<file path="src/rtl/esfla_pkg.sv">
// Shared types and constants for the element slot free-list allocator.
// No dependencies; every other file of the block but esfla_ram imports this package.
package esfla_pkg;

  localparam int SLOTS     = 1024;
  localparam int SLOT_W    = $clog2(SLOTS);
  localparam int CAP_W     = SLOT_W + 1;
  localparam int FUNC_W    = 2;
  localparam int STATUS_W  = 2;
  localparam int CFG_IDX_W = 1;
  localparam int CFG_W     = CAP_W;

  localparam logic [FUNC_W-1:0] FUNC_INIT  = 2'd0;
  localparam logic [FUNC_W-1:0] FUNC_ALLOC = 2'd1;
  localparam logic [FUNC_W-1:0] FUNC_FREE  = 2'd2;

  localparam logic [STATUS_W-1:0] STATUS_OK       = 2'd0;
  localparam logic [STATUS_W-1:0] STATUS_FULL     = 2'd1;
  localparam logic [STATUS_W-1:0] STATUS_NOT_USED = 2'd2;

  localparam logic [CFG_IDX_W-1:0] REG_INITIAL_USED = 1'b0;
  localparam logic [CFG_IDX_W-1:0] REG_CAPACITY     = 1'b1;

  localparam logic [SLOT_W-1:0] CFG_USED_RST = '0;
  localparam logic [CAP_W-1:0]  CFG_CAP_RST  = CAP_W'(SLOTS);

  typedef logic [SLOT_W-1:0] slot_t;

  typedef enum logic [2:0] {
    S_CLEAR,
    S_IDLE,
    S_INIT,
    S_ALLOC,
    S_FREE,
    S_WALK_RD,
    S_WALK_CHK,
    S_RESP
  } state_t;

  typedef struct packed {
    logic                clr_step;
    logic                init_step;
    logic                init_fin;
    logic                ld_req;
    logic                rd_link;
    logic                rd_use_in;
    logic                alloc_commit;
    logic                free_commit;
    logic                walk_start;
    logic                walk_rd;
    logic                walk_dec;
    logic                emit;
    logic                emit_alloc;
    logic [STATUS_W-1:0] status;
  } ctrl_cmd_t;

  typedef struct packed {
    logic sweep_last;
    logic head_zero;
    logic use_rdata;
    logic idx_is_top;
    logic top_zero;
    logic out_free;
  } dp_sts_t;

endpackage

</file>
<file path="src/rtl/esfla_ctrl.sv">
// Controller FSM of the slot allocator: sequences clear, init, alloc, free, walk.
// Depends on esfla_pkg; drives commands into esfla_dpath.
module esfla_ctrl (
  input  logic                             clk,
  input  logic                             rst_n,
  input  logic                             in_valid,
  input  logic [esfla_pkg::FUNC_W-1:0]     in_func,
  output logic                             in_ready,
  input  esfla_pkg::dp_sts_t               sts,
  output esfla_pkg::ctrl_cmd_t             cmd
);
  import esfla_pkg::*;

  state_t st_r, st_nxt;

  always_ff @(posedge clk) begin
    if (!rst_n) begin
      st_r <= S_CLEAR;
    end else begin
      st_r <= st_nxt;
    end
  end

  always_comb begin
    cmd      = '0;
    st_nxt   = st_r;
    in_ready = 1'b0;
    case (st_r)
      S_CLEAR: begin
        cmd.clr_step = 1'b1;
        if (sts.sweep_last) begin
          st_nxt = S_IDLE;
        end
      end
      S_IDLE: begin
        in_ready = 1'b1;
        if (in_valid) begin
          cmd.ld_req = 1'b1;
          case (in_func)
            FUNC_INIT: begin
              st_nxt = S_INIT;
            end
            FUNC_ALLOC: begin
              cmd.rd_link = 1'b1;
              st_nxt      = S_ALLOC;
            end
            FUNC_FREE: begin
              cmd.rd_use_in = 1'b1;
              st_nxt        = S_FREE;
            end
            default: begin
              st_nxt = S_RESP;
            end
          endcase
        end
      end
      S_INIT: begin
        cmd.init_step = 1'b1;
        if (sts.sweep_last) begin
          cmd.init_fin = 1'b1;
          st_nxt       = S_RESP;
        end
      end
      S_ALLOC: begin
        if (sts.out_free) begin
          cmd.emit = 1'b1;
          if (sts.head_zero) begin
            cmd.status = STATUS_FULL;
          end else begin
            cmd.status       = STATUS_OK;
            cmd.alloc_commit = 1'b1;
            cmd.emit_alloc   = 1'b1;
          end
          st_nxt = S_IDLE;
        end
      end
      S_FREE: begin
        if (!sts.use_rdata) begin
          if (sts.out_free) begin
            cmd.emit   = 1'b1;
            cmd.status = STATUS_NOT_USED;
            st_nxt     = S_IDLE;
          end
        end else if (sts.idx_is_top) begin
          cmd.free_commit = 1'b1;
          cmd.walk_start  = 1'b1;
          st_nxt          = S_WALK_RD;
        end else if (sts.out_free) begin
          cmd.free_commit = 1'b1;
          cmd.emit        = 1'b1;
          cmd.status      = STATUS_OK;
          st_nxt          = S_IDLE;
        end
      end
      S_WALK_RD: begin
        if (sts.top_zero) begin
          st_nxt = S_RESP;
        end else begin
          cmd.walk_rd = 1'b1;
          st_nxt      = S_WALK_CHK;
        end
      end
      S_WALK_CHK: begin
        if (sts.use_rdata) begin
          st_nxt = S_RESP;
        end else begin
          cmd.walk_dec = 1'b1;
          st_nxt       = S_WALK_RD;
        end
      end
      S_RESP: begin
        if (sts.out_free) begin
          cmd.emit   = 1'b1;
          cmd.status = STATUS_OK;
          st_nxt     = S_IDLE;
        end
      end
      default: begin
        st_nxt = S_CLEAR;
      end
    endcase
  end

endmodule

</file>
<file path="config.mk">
export PLATFORM = sky130hd
export DESIGN_NAME = esfla_ctrl
export DESIGN_NICKNAME = d
export VERILOG_FILES = /design/src/rtl/esfla_pkg.sv /design/src/rtl/esfla_ctrl.sv
export SDC_FILE = /design/constraint.sdc
export NUM_CORES = 1
export LEC_CHECK = 0
export ABC_AREA = 1
export BUFFER_PORTS_ARGS = -buffer_cell sky130_fd_sc_hd__buf_2
export CORE_AREA = 2 2 39 41
export DETAILED_ROUTE_END_ITERATION = 7
export DIE_AREA = 0 0 41 43
export PLACE_DENSITY = 0.62
export SLEW_MARGIN = 30
export SYNTH_ARGS = -nofsm -noshare
export SYNTH_HDL_FRONTEND = slang
export SYNTH_SLANG_ARGS = --single-unit
</file>
<file path="constraint.sdc">
create_clock -name clk -period 1.25 [get_ports clk]
set_clock_uncertainty 0.05 [all_clocks]
set_input_delay 0.3125 -clock clk [delete_from_list [all_inputs] [get_ports clk]]
set_output_delay 0.3125 -clock clk [all_outputs]
set_load 0.005 [all_outputs]
</file>
# Word level (Yosys, flattened, before mapping)
# Cells that the tools add are included.
# word_totals
regBits	3
input_bits	11
out_inout_bits	16
# op_classes
eq_ne	12
n_mux	39
reduce_logical	4
# op_table
op	n
$mux W3	8
$pmux W3 S7	1
$mux W1	20
$eq A3 B3 Y1 const B	4
$mux W2	6
$pmux W3 S3	1
$eq A3 B2 Y1 const B	2
$ne A2 B2 Y1 const B	3
$mux W4	1
$pmux W2 S2	1
$eq A3 B1 Y1 const B	1
$logic_not A3 Y1	1
$pmux W1 S3	1
$reduce_and A3 Y1	1
$eq A2 B1 Y1 const B	1
$eq A2 B2 Y1 const B	1
$logic_not A2 Y1	1
$reduce_or A2 Y1	1

# Longest topological paths before layout
# Gate-level depths: netlist of run 1.
# logic_depth
depth_word	4
depth_mapped	8
ltp_nobuf	8

# Least setup slack after synthesis of run 1
# No wires, ideal clock.
# synth_path
kind	flip-flop to output port
start	register st_r[0]
end	output cmd[8] (netlist bit)
setup_slack_ns	-0.048
path_stages_with_launch	7
arrival_ns	0.936
path_buffers	2
path_cell_list	dfxtp_1 > buf_4 > nand2_1 > inv_1 > nand3_1 > nor2_1 > buf_4
# synth_lines
element	line_no	text
start, declared	esfla_ctrl.sv:14	state_t st_r, st_nxt;
start signal, assigned	esfla_ctrl.sv:20	st_r <= st_nxt;
end, declared	esfla_ctrl.sv:10	output esfla_pkg::ctrl_cmd_t cmd

==> metrics, run 1 <==
Synth Cell Area around 420 sq um; largest fanout on the critical path 5; fraction of layout cells with a size suffix above 1 a little under three fifths; Synth cell types 17; post-DR vias/cell 4.43; kind of critical path reg2out; HP Class in2reg; grt total ovfl 0; status complete, but fails checks; initial antenna violation count 0; Placed Cells about 130; H-tree levels 1; WL final 1300 microns; Remaining DRCs 0; Cells after Synth 81; max-slew violation count 0; fillers 140; number of setup violations in the final report 18; headroom to the max-slew limit 83.8%; Die W 41 microns; vias in the first global route around 500; fin crit share 120%; Largest Register st_r; pwr dens 701 mW/mm^2; Final GP Congestion between 0.8 and 0.9; Final Core Density a little under three fifths; max_cap viols 0; Synth Area per Inst around 5.2 sq um; Port Buffers 26; Max Fclk roughly 670 MHz; leading cell type in the layout, fill and taps excluded buf_2; Post-DP HPWL about 960 microns; failing checks setup timing; max reg flops 3; commonest cells after routing, fill and taps aside buf_2, nor2_1, buf_4; CTS clock-pin slew for the worst setup and hold paths 0.04 ns; CTS sink count 3; post-route ant nets 0; synth warn 0; final hold viol count 0; CTS tree built; top flop regs st_r (3); DRT Pass-1 Iters 4; Initial Util between 30% and 40%; number of synthesized register bits 3; Initial DRC Count 4; WP data arrival 1.14 ns; IR Drop Worst-Case VDD about 700 uV; CTS Root Cell clkbuf_4; worst path required time slightly below 0.9 ns; I/O pins 27; height of the die ~43 microns; crit path time final 1.50 ns; P&R area growth vs syn 89.3%; pin count of the biggest net entering global routing 9; n_diodes 0; Non-Filler Instances roughly 140; syn_nets around 90; DR vias around 630; Total Routing Usage GR between 10% and 20%; Layout Nets 138; clock latency at the later pin of the worst-skew pair ~0.23 ns; WHS about 0.28 ns; total CTS buffers 3; core area around 0.0014 sq mm; post-synthesis sequential area ratio between 10% and 20%; Worst-Margin Slew roughly 0.24 ns; die area between 0.0015 and 0.002 sq mm; clk buf depth 2; global-route wire length before repair ~1900 microns; critical path launch point type flop; cts hold-fix bufs 0; Pleak 0.000478 uW; CP endpoint kind output port; row count 14; final worst setup slack -0.249 ns; RSZ-0062 raised after global routing yes; WL/cell around 9.2 microns
cell usage after synthesis, drive strengths merged:
| library cell | number | area share, % |
|---|---|---|
| nor3 | 4 | 4.8 |
| nor2 | 19 | 21 |
| o21ai | 3 | 3.6 |
| nand3 | 13 | 17 |
| dfxtp | 3 | 14 |
| buf | 3 | 5.4 |
| nand2 | 17 | 16 |
| nand4 | 1 | 1.5 |
| a21oi | 1 | 1.2 |
| nor4 | 1 | 1.5 |
| inv | 16 | 14 |
worst max-delay path, stage by stage (launching register included):
cell	delay [ns]
dfxtp_4	0.35
inv_2	0.10
nand3_1	0.15
nor3_1	0.17
buf_2	0.14
what timing repair did:
action / CTS / global route
pin swaps: 3 / 6
endpoints found under the hold margin: 0 / 0
resized for setup: 13 / 10
endpoints found under the setup margin: 18 / 19
buffers inserted: 4 / 2
power breakdown:
| part | switching (uW) | internal (uW) |
|---|---|---|
| registers | 17.7 | 106 |
| clock network | 45.2 | 119 |
| logic | 138 | 131 |
| total | 201 | 357 |
cell families (layout without fill, tap and decap cells):
logic type	count (synthesis)	count (layout)	synth area share, %
AO/OA/AOI/OAI	4	4	4.76
buffers and inverters	19	64	19.6
flip-flops	3	3	14.3
AND/OR/NAND/NOR	55	55	61.3
layout make-up:
class / count / area [sq um] / share of cell area (%)
Clock buffer: 4 / 26.3 / 3.30
Inverter: 16 / 62.6 / 7.86
Multi-Input combinational cell: 59 / 334 / 42.0
Sequential cell: 3 / 68.8 / 8.65
Tap cell: 16 / 20.0 / 2.52
Timing Repair Buffer: 44 / 284 / 35.7
per-layer routing:
| layer | GRT usage, % | vias up | wire length, microns |
|---|---|---|---|
| li1 | - | 341 | - |
| met1 | 19.8 | 272 | 588 |
| met2 | 25.6 | 16 | 643 |
| met3 | 4.71 | 0 | 68 |
| met4 | 0 | 0 | 0 |
| met5 | 0 | - | 0 |
final timing paths:
path,to,startpoint,depth (start not counted),slack (ns)
max,cmd[9],st_r[1],4,-0.25
min,st_r[0],rst_n,3,0.28
max reg2reg,st_r[0],st_r[1],9,-0.09
min reg2reg,st_r[1],st_r[1],4,0.67
per-stage QoR:
| step | area (sq um) | power [uW] | setup TNS, ns | setup slack, ns |
|---|---|---|---|---|
| after floorplan | 435 | 249 | 0 | 0.00206 |
| after global placement | 653 | 342 | -0.792 | -0.122 |
| after detailed placement | 653 | 341 | -1.12 | -0.160 |
| after CTS | 751 | 545 | -3.18 | -0.242 |
| after global routing | 796 | 614 | -4.63 | -0.326 |
| final | 796 | 558 | -3.07 | -0.249 |
(Power assumes the default switching activity.)
==> inputs of run 2 (changes only) <==
--- a/config.mk
+++ b/config.mk
@@ -6,11 +6,13 @@
 export NUM_CORES = 1
 export LEC_CHECK = 0
 export ABC_AREA = 1
-export BUFFER_PORTS_ARGS = -buffer_cell sky130_fd_sc_hd__buf_2
 export CORE_AREA = 2 2 39 41
 export DETAILED_ROUTE_END_ITERATION = 7
 export DIE_AREA = 0 0 41 43
-export PLACE_DENSITY = 0.62
+export DONT_BUFFER_PORTS = 1
+export GPL_ROUTABILITY_DRIVEN = 0
+export PLACE_DENSITY = 0.44
+export SKIP_LAST_GASP = 1
 export SLEW_MARGIN = 30
 export SYNTH_ARGS = -nofsm -noshare
 export SYNTH_HDL_FRONTEND = slang
==> metrics, run 2 (same netlist as run 1, synthesis figures left out) <==
Total Routing Usage GR 13.7% (was 15.3%); I/O pins 27 (unchanged); max reg flops 3 (unchanged); Largest Register st_r (unchanged); Internal Power 345 uW (was 357 uW); worst path required time 0.89 ns (about the same); Non-Filler Instances 114 (was 142); number of setup violations in the final report 19 (was 18); top flop regs st_r (3) (unchanged); cell depth of the worst setup path 6 (was 4); Worst-Margin Slew 0.308 ns (was 0.241 ns); Hold Path End st_r[0] (unchanged); row count 14 (unchanged); max-slew violation count 0 (unchanged); r2r startpoint st_r[2] (was st_r[1]); clk buf depth 2 (unchanged); status complete, but fails checks (unchanged); Port Buffers 0 (was 26); Die W 41 microns (unchanged); DR WL met2 621 microns (was 643 microns); Sw Pwr 206 uW (was 201 uW); crit-path most repeated cell nand2_2; Pleak 0.000350 uW (was 0.000478 uW); Buf/Inv on CP 1 (was 2); pin count of the biggest net entering global routing 9 (unchanged); kind of critical path reg2out (unchanged); final worst setup slack -0.171 ns (was -0.249 ns); Metal-1 WL 501 microns (was 588 microns); max_cap viols 0 (unchanged); DRT Pass-1 Iters 4 (unchanged); IR Drop Worst-Case VDD 818 uV (was 694 uV); worst reg2reg setup slack -0.01 ns (was -0.09 ns); WL final 1160 microns (was 1300 microns); CTS sink count 3 (unchanged); failing checks setup timing (unchanged); grt total ovfl 0 (unchanged); Layout Nets 110 (was 138); Initial Util 30.4% (unchanged); initial antenna violation count 0 (unchanged); Post-DP HPWL 919 microns (was 964 microns); WHS 0.160 ns (was 0.280 ns); CTS clock-pin slew for the worst setup and hold paths 0.04 ns (about the same); clock network power share 29.9% (was 29.5%); WP data arrival 1.06 ns (was 1.14 ns); wire length on met3 34 microns (was 68 microns); global-route wire length before repair 1720 microns (was 1920 microns); fin crit share 114% (was 120%); FF-to-FF path depth 9 (unchanged); largest fanout on the critical path 6 (was 5); worst reg2reg path endpoint st_r[2] (was st_r[0]); Hold Path Origin rst_n (unchanged); H-tree levels 1 (unchanged); fraction of layout cells with a size suffix above 1 56.1% (was 57.1%); Initial DRC Count 3 (was 4); CTS tree built (unchanged); P&R area growth vs syn 72.3% (was 89.3%); fillers 147 (was 140); final hold viol count 0 (unchanged); slowest stage delay, CP 0.36 ns (was 0.35 ns); critical path launch point type flop (unchanged); RSZ-0062 raised after global routing yes (unchanged); Hold Path Stages 2 (was 3); cts hold-fix bufs 0 (unchanged); post-DR vias/cell 4.65 (was 4.43); register share of total power 23.3% (was 22.2%); crit path time final 1.42 ns (was 1.50 ns); WL/cell 10.1 microns (was 9.15 microns); post-route ant nets 0 (unchanged); sw frac 37.4% (was 36.1%); n_diodes 0 (unchanged); Placed Cells 105 (was 133); clock latency at the later pin of the worst-skew pair 0.23 ns (about the same); Comb power frac 46.8% (was 48.3%); Cell Chain, Critical Path inv_8, nor2_4, nand2_2, nand2_2, o21ai_2, nor2_2 (was inv_2, nand3_1, nor3_1, buf_2); height of the die 43 microns (unchanged); die area 0.00176 sq mm (unchanged); CP endpoint kind output port (unchanged); HP Class in2reg (unchanged); Max Fclk 704 MHz (was 667 MHz); core area 0.00138 sq mm (unchanged); leading cell type in the layout, fill and taps excluded buf_4 (was buf_2); highest routed layer met3 (unchanged); Remaining DRCs 0 (unchanged); headroom to the max-slew limit 79.2% (was 83.8%); Worst path slowest cell dfxtp_4 (unchanged); CTS Root Cell clkbuf_4 (unchanged); vias in the first global route 443 (was 498); commonest cells after routing, fill and taps aside buf_4, nand2_1, inv_1, nand3_1, nor2_1 (was buf_2, nor2_1, buf_4); pwr dens 761 mW/mm^2 (was 701 mW/mm^2); DR vias 530 (was 629); total CTS buffers 3 (unchanged); Top delay family on crit path simple AND/OR/NAND/NOR gates (was flip-flops)
[run 2: changes by cell type in the layout (fill, tap and decap cells not counted), sizes merged]
| cell | delta |
|---|---|
| buf | -28 |
[run 2: area by class of cell]
| class | instances | area, sq um | area share [%] |
|---|---|---|---|
| Clock buffer | 4 | 26.3 | 3.63 |
| Inverter | 16 | 75.1 | 10.4 |
| Multi-Input combinational cell | 59 | 397 | 54.7 |
| Sequential cell | 3 | 71.3 | 9.84 |
| Tap cell | 16 | 20.0 | 2.76 |
| Timing Repair Buffer | 16 | 135 | 18.7 |
[run 2: worst max path at each step]
stage,from,end
after floorplan,st_r[0],cmd[8]
after global placement,st_r[0],cmd[10]
after detailed placement,st_r[0],cmd[10]
after CTS,st_r[0],cmd[2]
after global routing,st_r[2],cmd[3]
final,st_r[2],cmd[3]
[run 2: repair_timing]
item                                    4_1_cts  5_1_grt
setup buffers                                 0        5
pin swaps                                     1        7
resized for setup                            13       33
endpoints found under the setup margin       19       19
cloned                                        0        0
[run 2: routing by layer]
metal / track usage [%] / up-vias
li1: - / 286
met1: 19.2 / 235
met2: 21.3 / 9
met3: 4.71 / 0
met4: 0 / 0
met5: 0 / -
[run 2: metrics by stage]
stage / setup slack [ns] / setup TNS [ns] / total power (uW) / utilization (%) / instance area [sq um]
3_5_place_dp: -0.106 / -0.667 / 303 / 36.7 / 508
2_1_floorplan: 0.00206 / 0 / 249 / - / 435
6_report: -0.171 / -2.17 / 551 / 52.4 / 724
3_3_place_gp: -0.0774 / -0.438 / 303 / 36.7 / 508
4_1_cts: -0.187 / -2.10 / 495 / 42.0 / 582
5_1_grt: -0.252 / -3.33 / 599 / 52.4 / 724
[run 2: power groups by stage]
stage	Sequential, uW	Combinational [uW]	Clock, uW
finish	128	258	165
global route	131	286	182
CTS	124	196	175
detailed placement	121	182	0
global placement	121	183	0
floorplan	110	139	0
[run 2: worst register-to-register path: stages, from the launching register on]
cell and delay (ns):
dfxtp_4 0.35, buf_4 0.15, nor2_4 0.14, buf_6 0.12, buf_4 0.10, nand2_2 0.06, nand2_2 0.07, nor2_1 0.04
nand2_1 0.05, inv_1 0.03
